===== src/design/jfos_pkg.sv =====
// ----------------------------------------------------------------------------
// jfos_pkg
// Shared constants and types of the frame operand stack unit: array sizes,
// operation and error codes, and the controller command bundle.
// ----------------------------------------------------------------------------
`timescale 1ns / 1ps
`default_nettype none

package jfos_pkg;

  localparam int STACK_DEPTH = 16;
  localparam int LOCAL_SLOTS = 16;

  // Index widths of the two register files.
  localparam int SIDX_W = (STACK_DEPTH > 1) ? $clog2(STACK_DEPTH) : 1;
  localparam int LIDX_W = (LOCAL_SLOTS > 1) ? $clog2(LOCAL_SLOTS) : 1;
  // Depth counter holds 0..STACK_DEPTH.
  localparam int DEPTH_W = $clog2(STACK_DEPTH + 1);
  // Width used for limit compares; wide enough for any depth or slot count.
  localparam int CMP_W = 9;

  localparam int VAL_W = 64;
  localparam int TAG_W = 4;
  localparam int CFG_W = 5;

  localparam logic [2:0] MODE_PUSH   = 3'd0;
  localparam logic [2:0] MODE_PUSHOB = 3'd1;
  localparam logic [2:0] MODE_POP    = 3'd2;
  localparam logic [2:0] MODE_DUP    = 3'd3;
  localparam logic [2:0] MODE_LOAD   = 3'd4;
  localparam logic [2:0] MODE_STORE  = 3'd5;
  localparam logic [2:0] MODE_READ   = 3'd6;
  localparam logic [2:0] MODE_NOP    = 3'd7;

  localparam logic [1:0] ERR_OK    = 2'd0;
  localparam logic [1:0] ERR_OVER  = 2'd1;
  localparam logic [1:0] ERR_UNDER = 2'd2;
  localparam logic [1:0] ERR_SLOT  = 2'd3;

  localparam logic [TAG_W-1:0] TAG_OBJECT = 4'd1;

  // Register indexes of the configuration port.
  localparam logic REG_LOCAL_COUNT = 1'b0;
  localparam logic REG_STACK_LIMIT = 1'b1;

  typedef struct packed {
    logic capture;   // latch the incoming operation
    logic execute;   // perform the latched operation and post its result
  } jfos_cmd_t;

endpackage : jfos_pkg

`default_nettype wire


===== src/design/jfos_ctrl.sv =====
// ----------------------------------------------------------------------------
// jfos_ctrl
// Two-state sequencer: captures one operation, then executes it.
// ----------------------------------------------------------------------------
`timescale 1ns / 1ps
`default_nettype none

module jfos_ctrl (
  input  wire                clk,
  input  wire                rst_n,
  input  wire                start,
  output logic               busy,
  output jfos_pkg::jfos_cmd_t cmd
);
  import jfos_pkg::*;

  localparam logic ST_IDLE = 1'b0;
  localparam logic ST_EXEC = 1'b1;

  logic state_r;
  logic state_nxt;

  always_comb begin
    state_nxt = state_r;
    unique case (state_r)
      ST_IDLE: begin
        if (start) state_nxt = ST_EXEC;
      end
      ST_EXEC: begin
        state_nxt = ST_IDLE;
      end
      default: begin
        state_nxt = ST_IDLE;
      end
    endcase
  end

  always_ff @(posedge clk) begin
    if (!rst_n) begin
      state_r <= ST_IDLE;
    end else begin
      state_r <= state_nxt;
    end
  end

  assign busy        = (state_r == ST_EXEC);
  assign cmd.capture = (state_r == ST_IDLE) && start;
  assign cmd.execute = (state_r == ST_EXEC);

endmodule : jfos_ctrl

`default_nettype wire


===== src/design/jfos_dpath.sv =====
// ----------------------------------------------------------------------------
// jfos_dpath
// Operand stack and local variable register files, limit checks and the
// registered result of one operation.
// ----------------------------------------------------------------------------
`timescale 1ns / 1ps
`default_nettype none

module jfos_dpath (
  input  wire                             clk,
  input  wire                             rst_n,
  input  wire  jfos_pkg::jfos_cmd_t       cmd,
  input  wire  [2:0]                      in_mode,
  input  wire  signed [jfos_pkg::VAL_W-1:0] in_value,
  input  wire  [jfos_pkg::TAG_W-1:0]      in_type_tag,
  input  wire  [3:0]                      in_slot,
  input  wire  [jfos_pkg::CFG_W-1:0]      local_count,
  input  wire  [jfos_pkg::CFG_W-1:0]      stack_limit,
  output logic                            out_valid,
  output logic signed [jfos_pkg::VAL_W-1:0] out_result_value,
  output logic [jfos_pkg::TAG_W-1:0]      out_result_tag,
  output logic [4:0]                      out_depth,
  output logic [1:0]                      out_error
);
  import jfos_pkg::*;

  // Latched operation.
  logic [2:0]       mode_r;
  logic [VAL_W-1:0] value_r;
  logic [TAG_W-1:0] tag_r;
  logic [3:0]       slot_r;

  // Register files. Locals carry a valid bit so that an unwritten slot reads
  // as zero without a clearing pass.
  logic [VAL_W-1:0] stk_val_r [STACK_DEPTH];
  logic [TAG_W-1:0] stk_tag_r [STACK_DEPTH];
  logic [VAL_W-1:0] loc_val_r [LOCAL_SLOTS];
  logic [TAG_W-1:0] loc_tag_r [LOCAL_SLOTS];
  logic [LOCAL_SLOTS-1:0] loc_vld_r;
  logic [DEPTH_W-1:0] depth_r;
  logic [DEPTH_W-1:0] depth_nxt;

  logic [CMP_W-1:0] lim_eff;
  logic [CMP_W-1:0] loc_eff;
  logic             full;
  logic             empty;
  logic             bad_slot;
  logic [SIDX_W-1:0] push_idx;
  logic [SIDX_W-1:0] top_idx;
  logic [LIDX_W-1:0] loc_idx;
  logic [VAL_W-1:0] top_val;
  logic [TAG_W-1:0] top_tag;
  logic [VAL_W-1:0] loc_val;
  logic [TAG_W-1:0] loc_tag;

  logic             push_en;
  logic             store_en;
  logic [VAL_W-1:0] res_val;
  logic [TAG_W-1:0] res_tag;
  logic [1:0]       res_err;

  always_comb begin
    lim_eff = ({{(CMP_W-CFG_W){1'b0}}, stack_limit} > CMP_W'(STACK_DEPTH))
              ? CMP_W'(STACK_DEPTH) : {{(CMP_W-CFG_W){1'b0}}, stack_limit};
    loc_eff = ({{(CMP_W-CFG_W){1'b0}}, local_count} > CMP_W'(LOCAL_SLOTS))
              ? CMP_W'(LOCAL_SLOTS) : {{(CMP_W-CFG_W){1'b0}}, local_count};
  end

  assign full     = CMP_W'(depth_r) >= lim_eff;
  assign empty    = (depth_r == '0);
  assign bad_slot = CMP_W'(slot_r) >= loc_eff;

  // A push only happens below the limit, so depth_r fits the index there.
  assign push_idx = SIDX_W'(depth_r);
  assign top_idx  = SIDX_W'(depth_r - DEPTH_W'(1));
  assign loc_idx  = LIDX_W'(slot_r);

  assign top_val = stk_val_r[top_idx];
  assign top_tag = stk_tag_r[top_idx];
  assign loc_val = loc_vld_r[loc_idx] ? loc_val_r[loc_idx] : '0;
  assign loc_tag = loc_vld_r[loc_idx] ? loc_tag_r[loc_idx] : '0;

  always_comb begin
    push_en   = 1'b0;
    store_en  = 1'b0;
    res_val   = '0;
    res_tag   = '0;
    res_err   = ERR_OK;
    depth_nxt = depth_r;
    unique case (mode_r)
      MODE_PUSH, MODE_PUSHOB: begin
        if (full) begin
          res_err = ERR_OVER;
        end else begin
          push_en = 1'b1;
          res_val = value_r;
          res_tag = (mode_r == MODE_PUSHOB) ? TAG_OBJECT : tag_r;
        end
      end
      MODE_POP: begin
        if (empty) begin
          res_err = ERR_UNDER;
        end else begin
          depth_nxt = depth_r - DEPTH_W'(1);
          res_val   = top_val;
          res_tag   = top_tag;
        end
      end
      MODE_DUP: begin
        if (empty) begin
          res_err = ERR_UNDER;
        end else if (full) begin
          res_err = ERR_OVER;
        end else begin
          push_en = 1'b1;
          res_val = top_val;
          res_tag = top_tag;
        end
      end
      MODE_LOAD: begin
        if (full) begin
          res_err = ERR_OVER;
        end else if (bad_slot) begin
          res_err = ERR_SLOT;
        end else begin
          push_en = 1'b1;
          res_val = loc_val;
          res_tag = loc_tag;
        end
      end
      MODE_STORE: begin
        if (empty) begin
          res_err = ERR_UNDER;
        end else if (bad_slot) begin
          res_err = ERR_SLOT;
        end else begin
          store_en  = 1'b1;
          depth_nxt = depth_r - DEPTH_W'(1);
          res_val   = top_val;
          res_tag   = top_tag;
        end
      end
      MODE_READ: begin
        if (bad_slot) begin
          res_err = ERR_SLOT;
        end else begin
          res_val = loc_val;
          res_tag = loc_tag;
        end
      end
      MODE_NOP: begin
      end
      default: begin
      end
    endcase
    if (push_en) depth_nxt = depth_r + DEPTH_W'(1);
  end

  // Operation capture, register file writes and the result registers.
  always_ff @(posedge clk) begin
    if (cmd.capture) begin
      mode_r  <= in_mode;
      value_r <= in_value;
      tag_r   <= in_type_tag;
      slot_r  <= in_slot;
    end
    if (cmd.execute && push_en) begin
      stk_val_r[push_idx] <= res_val;
      stk_tag_r[push_idx] <= res_tag;
    end
    if (cmd.execute && store_en) begin
      loc_val_r[loc_idx] <= res_val;
      loc_tag_r[loc_idx] <= res_tag;
    end
    if (cmd.execute) begin
      out_result_value <= res_val;
      out_result_tag   <= res_tag;
      out_depth        <= 5'(depth_nxt);
      out_error        <= res_err;
    end
  end

  always_ff @(posedge clk) begin
    if (!rst_n) begin
      depth_r   <= '0;
      loc_vld_r <= '0;
      out_valid <= 1'b0;
    end else begin
      out_valid <= cmd.execute;
      if (cmd.execute) depth_r <= depth_nxt;
      if (cmd.execute && store_en) loc_vld_r[loc_idx] <= 1'b1;
    end
  end

endmodule : jfos_dpath

`default_nettype wire


===== src/design/jvm_frame_operand_stack_unit.sv =====
// ----------------------------------------------------------------------------
// jvm_frame_operand_stack_unit
// Typed operand stack and local variable file of one method frame, with a
// register port for the slot count and the stack limit.
// ----------------------------------------------------------------------------
// Sequence: start latches the operation, the execute state performs it and
// out_valid is registered from it. No start is taken while busy is high,
// in the execute cycle in which the register files are read and written.
// Reset: depth goes to zero, all locals read as zero, local_count and
// stack_limit go to 16. The receiver cannot stall; each result shows once.
`timescale 1ns / 1ps
`default_nettype none

module jvm_frame_operand_stack_unit (
  input  wire                             clk,
  input  wire                             rst_n,
  input  wire                             start,
  output logic                            busy,
  input  wire  [2:0]                      in_mode,
  input  wire  signed [jfos_pkg::VAL_W-1:0] in_value,
  input  wire  [jfos_pkg::TAG_W-1:0]      in_type_tag,
  input  wire  [3:0]                      in_slot,
  output logic                            out_valid,
  output logic signed [jfos_pkg::VAL_W-1:0] out_result_value,
  output logic [jfos_pkg::TAG_W-1:0]      out_result_tag,
  output logic [4:0]                      out_depth,
  output logic [1:0]                      out_error,
  input  wire                             psel,
  input  wire                             penable,
  input  wire                             pwrite,
  input  wire  [2:0]                      paddr,
  input  wire  [31:0]                     pwdata,
  output logic [31:0]                     prdata,
  output logic                            pready
);
  import jfos_pkg::*;

  jfos_cmd_t        cmd;
  logic [CFG_W-1:0] local_count_r;
  logic [CFG_W-1:0] stack_limit_r;
  logic             wr_en;

  assign pready = 1'b1;
  assign wr_en  = psel && penable && pwrite && pready;

  // Registers sit on word addresses; the low address bits are ignored.
  always_ff @(posedge clk) begin
    if (!rst_n) begin
      local_count_r <= CFG_W'(16);
      stack_limit_r <= CFG_W'(16);
    end else if (wr_en) begin
      if (paddr[2] == REG_LOCAL_COUNT) local_count_r <= pwdata[CFG_W-1:0];
      if (paddr[2] == REG_STACK_LIMIT) stack_limit_r <= pwdata[CFG_W-1:0];
    end
  end

  always_comb begin
    prdata = '0;
    unique case (paddr[2])
      REG_LOCAL_COUNT: prdata[CFG_W-1:0] = local_count_r;
      REG_STACK_LIMIT: prdata[CFG_W-1:0] = stack_limit_r;
      default:         prdata = '0;
    endcase
  end

  jfos_ctrl u_ctrl (
    .clk   (clk),
    .rst_n (rst_n),
    .start (start),
    .busy  (busy),
    .cmd   (cmd)
  );

  jfos_dpath u_dpath (
    .clk              (clk),
    .rst_n            (rst_n),
    .cmd              (cmd),
    .in_mode          (in_mode),
    .in_value         (in_value),
    .in_type_tag      (in_type_tag),
    .in_slot          (in_slot),
    .local_count      (local_count_r),
    .stack_limit      (stack_limit_r),
    .out_valid        (out_valid),
    .out_result_value (out_result_value),
    .out_result_tag   (out_result_tag),
    .out_depth        (out_depth),
    .out_error        (out_error)
  );

endmodule : jvm_frame_operand_stack_unit

`default_nettype wire


===== config.mk =====
export PLATFORM = sky130hd
export DESIGN_NAME = jvm_frame_operand_stack_unit
export DESIGN_NICKNAME = d
export VERILOG_FILES = /design/src/design/jfos_pkg.sv /design/src/design/jfos_ctrl.sv /design/src/design/jfos_dpath.sv /design/src/design/jvm_frame_operand_stack_unit.sv
export SDC_FILE = /design/constraint.sdc
export NUM_CORES = 2
export LEC_CHECK = 0
export CAP_MARGIN = 20
export CORE_UTILIZATION = 57
export DETAILED_ROUTE_END_ITERATION = 7
export DONT_BUFFER_PORTS = 1
export PLACE_DENSITY = 0.86
export SYNTH_ARGS = -nofsm -noshare
export SYNTH_HDL_FRONTEND = slang
export SYNTH_SLANG_ARGS = --single-unit

===== constraint.sdc =====
create_clock -name clk -period 7.85 [get_ports clk]
set_input_delay 0.785 -clock clk [delete_from_list [all_inputs] [get_ports clk]]
set_output_delay 0.785 -clock clk [all_outputs]
set_load 0.05 [all_outputs]

==> run_summary.xml <==
<?xml version="1.0" encoding="UTF-8"?>
<metrics>
  <group name="routing">
    <metric name="postRouteAntennaNets" unit="">0</metric>
    <metric name="vias" unit="">47707</metric>
    <metric name="postRouteWirelength" unit="µm">255000</metric>
    <metric name="post_drt_via_cell_ratio" unit="">7.24</metric>
    <metric name="initialDrtViolationCount" unit="">7658</metric>
    <metric name="drc_errors" unit="">0</metric>
    <metric name="drt-wirelength-per-cell" unit="µm">38.7</metric>
    <metric name="detailed_router_iteration_count_before_antenna_repair" unit="">7</metric>
  </group>
  <group name="logic_synthesis">
    <metric name="synth_top_cells_by_area" unit="">edfxtp_1 (77%), mux4_2 (14%), mux2i_1 (1.2%), dfxtp_1 (0.82%), nand2_1 (0.70%)</metric>
    <metric name="post_synthesis_async_set_or_reset_flop_share" unit="%">0</metric>
    <metric name="synth.lib_cells_used.distinct" unit="">63</metric>
    <metric name="synth_sequential_area_ratio" unit="%">77.9</metric>
    <metric name="flop_and_latch_count_out_of_synthesis" unit="">2363</metric>
    <metric name="synth_largest_area_cell" unit="">edfxtp_1</metric>
    <metric name="synthTopCellsByCount" unit="">edfxtp_1 (2326), mux4_2 (559), nand2_1 (168), mux2i_1 (111), a21oi_1 (104)</metric>
    <metric name="synth_most_common_cell" unit="">edfxtp_1</metric>
    <metric name="synth.top_cell.area_share" unit="%">77.1</metric>
    <metric name="count_of_mapped_cells_out_of_synthesis" unit="">4146</metric>
    <metric name="yosys_warnings" unit="">0</metric>
    <metric name="synth_enable_flop_cells" unit="">2326</metric>
    <metric name="syn_area_per_cell" unit="µm²">21.9</metric>
    <metric name="synthFlopType" unit="">edfxtp_1</metric>
    <metric name="synthesis.area" unit="mm²">0.0906</metric>
  </group>
  <group name="sta">
    <metric name="relative_slew_margins" unit="%">18.8</metric>
    <metric name="slew_violations" unit="">0</metric>
    <metric name="grt_setup_unrepaired" unit="">no</metric>
    <metric name="tightestPinTransition" unit="ps">1220</metric>
    <metric name="finalSetupTns" unit="ps">0</metric>
    <metric name="min_period_over_period" unit="%">62.2</metric>
    <metric name="timing_hold_violations_final" unit="">0</metric>
    <metric name="clock.fmax" unit="GHz">0.205</metric>
    <metric name="fin_worst_hold_slack" unit="ps">47.3</metric>
    <metric name="post-route-min-period" unit="ps">4890</metric>
    <metric name="report.final.setup_viol" unit="">0</metric>
    <metric name="clock_skew" unit="ps">51.5</metric>
  </group>
  <group name="global_routing">
    <metric name="globalRouteOverflowTotal" unit="">0</metric>
    <metric name="wire_length_of_the_first_global_routing_pass" unit="µm">353000</metric>
    <metric name="grt_usage" unit="%">31.2</metric>
    <metric name="number_of_antenna_violations_at_the_first_check_in_global_routing" unit="">2</metric>
    <metric name="grt_start_max_net_pins" unit="">119</metric>
    <metric name="first_global_vias" unit="">48283</metric>
  </group>
  <group name="cts">
    <metric name="postCtsResizedCells" unit="">0</metric>
    <metric name="cts-root-buf" unit="">clkbuf_16</metric>
    <metric name="cts_made_buffers" unit="">217</metric>
    <metric name="cts_num_sinks" unit="">2363</metric>
    <metric name="h-tree-depth" unit="">4</metric>
    <metric name="clock_insertion_delay_worst_skew" unit="ps">890</metric>
    <metric name="cts.clk_slew.worst_paths" unit="ps">60</metric>
    <metric name="cts_max_path_buffers" unit="">3</metric>
    <metric name="tritoncts_clock_tree" unit="">built</metric>
  </group>
  <group name="cells_and_area">
    <metric name="design.final.nets" unit="">4487</metric>
    <metric name="layout-area-overhead-vs-synth" unit="%">12.9</metric>
    <metric name="layout-drive-gt1-share" unit="%">26.3</metric>
    <metric name="final-instance-count-excl-fill" unit="">6593</metric>
    <metric name="finalCoreUtilization" unit="%">65.1</metric>
    <metric name="sequential_cell_area" unit="mm²">0.0706</metric>
    <metric name="antenna_cells" unit="">0</metric>
    <metric name="n_fill_cell" unit="">9101</metric>
    <metric name="multiInputGateArea" unit="mm²">0.0192</metric>
  </group>
  <group name="run">
    <metric name="cap_violations" unit="">0</metric>
  </group>
  <group name="power_and_ir_drop">
    <metric name="leakage_power" unit="nW">32.6</metric>
    <metric name="power.density_cell_area" unit="mW/mm²">264</metric>
    <metric name="power.ir.vdd_worst" unit="mV">0.286</metric>
  </group>
  <group name="status">
    <metric name="status" unit="">finished clean</metric>
  </group>
  <group name="place">
    <metric name="placedCellCount" unit="">6060</metric>
    <metric name="detailedPlacementHpwl" unit="µm">114000</metric>
    <metric name="portBuffers" unit="">0</metric>
    <metric name="routabilityCongestion" unit="">0.794</metric>
  </group>
  <group name="setup_path">
    <metric name="cp_data_required_time" unit="ps">8440</metric>
    <metric name="critical_path.startpoint_type" unit="">flip-flop</metric>
    <metric name="criticalPathCategory" unit="">reg -&gt; reg</metric>
    <metric name="cp-end-kind" unit="">flip-flop</metric>
    <metric name="crit_fanout" unit="">37</metric>
    <metric name="timing.critical_path.arrival" unit="ps">5470</metric>
  </group>
  <group name="floorplan">
    <metric name="starting_density_of_the_core" unit="%">57.7</metric>
    <metric name="die_width" unit="µm">401</metric>
    <metric name="fp-row-count" unit="">145</metric>
    <metric name="fp.coreArea" unit="mm²">0.157</metric>
    <metric name="floorplan_die_area" unit="mm²">0.161</metric>
    <metric name="die_height" unit="µm">401</metric>
    <metric name="num_io_pins" unit="">226</metric>
  </group>
  <group name="min_path">
    <metric name="hold_path.class" unit="">in -&gt; reg</metric>
  </group>
</metrics>
report_power, final:
group	internal (mW)	total, mW	switching [mW]
sequential	14.0	14.2	0.171
clock	6.07	11.0	4.91
combinational	0.732	1.88	1.15
total	20.8	27.0	6.23
flip-flops by register name, summed over array words and instances (netlist names), 2 cells and up, named ones only:
register / count
u_dpath.out_error: 2
u_dpath.stk_val_r: 1024
u_dpath.tag_r: 4
u_dpath.loc_vld_r: 16
u_dpath.loc_idx: 4
u_dpath.loc_tag_r: 64
stack_limit_r: 5
u_dpath.out_result_value: 64
u_dpath.out_depth: 5
u_dpath.loc_val_r: 1024
local_count_r: 5
u_dpath.stk_tag_r: 64
u_dpath.out_result_tag: 4
u_dpath.value_r: 64
u_dpath.mode_r: 3
u_dpath.depth_r: 5
placed cells by master, fill, tap and decap left out, types with 42 or more instances in the layout:
cell type and n:
edfxtp_1 2326, nand2_1 168, a21oi_1 104, o21ai_2 66
clkbuf_16 221, buf_4 68, mux2i_1 111, dlygate4sd3_1 74
buf_8 46, nor2b_1 77, inv_1 51, mux4_2 559
clkbuf_1 42, a22oi_1 48, a211oi_1 62
logic make-up after synthesis:
logic type / Yosys count / synth area share (%)
flops: 2363 / 77.9
mux: 685 / 15.3
compound gates: 405 / 2.96
simple gates: 363 / 1.97
buf+inv: 310 / 1.66
fa+ha+maj: 13 / 0.179
xor+xnor: 5 / 0.0566
other cells: 2 / 0.00828
metal layers:
metal	wire [µm]	GRT usage, %	up-vias
li1	-	-	17663
met1	80500	38.4	24249
met2	125000	50.8	4746
met3	31600	7.53	1049
met4	18300	18.4	0
met5	0	0	-
final timing paths:
| kind | cells past startpoint | start | slack [ps] | to |
|---|---|---|---|---|
| worst min-delay path | 0 | in_value[33] | 50 | u_dpath.value_r[33] |
| worst min register to register | 2 | u_dpath.loc_vld_r[12] | 450 | u_dpath.loc_vld_r[12] |
| worst max register to register | 10 | u_dpath.depth_r[0] | 2960 | u_dpath.loc_val_r[11][40] |
| worst max-delay path | 10 | u_dpath.depth_r[0] | 2960 | u_dpath.loc_val_r[11][40] |
critical path, cell delays in order (launching register included):
cell      delay (ps)
dfxtp_4          650
inv_1            300
ha_1             370
nor2b_1           50
o21ai_0          230
a31o_2           320
a211oi_1         140
a31oi_4          810
buf_4            900
o21ai_2          460
buf_8            290
metrics by stage:
stage / total power [mW] / instance area [µm²] / setup WS [ps]
floorplan: 15.6 / 90800 / -841
global placement: 16.0 / 93500 / 3170
detailed placement: 16.1 / 93500 / 3100
CTS: 26.9 / 101000 / 3010
global route: 27.6 / 102000 / 2780
finish: 27.0 / 102000 / 2960
timing repair:
item	4_1_cts	5_1_grt
hold endpoints to repair	75	0
hold buffers	74	0
setup buffers	0	0
cell type report:
type | instances | share of cell area, %
Clock buffer | 263 | 5.56
Clock inverter | 133 | 1.48
Inverter | 51 | 0.187
Multi-Input combinational cell | 1499 | 18.8
Sequential cell | 2363 | 69.0
Tap cell | 2058 | 2.52
Timing Repair Buffer | 226 | 2.51
Power figures use the tool's default switching activity.
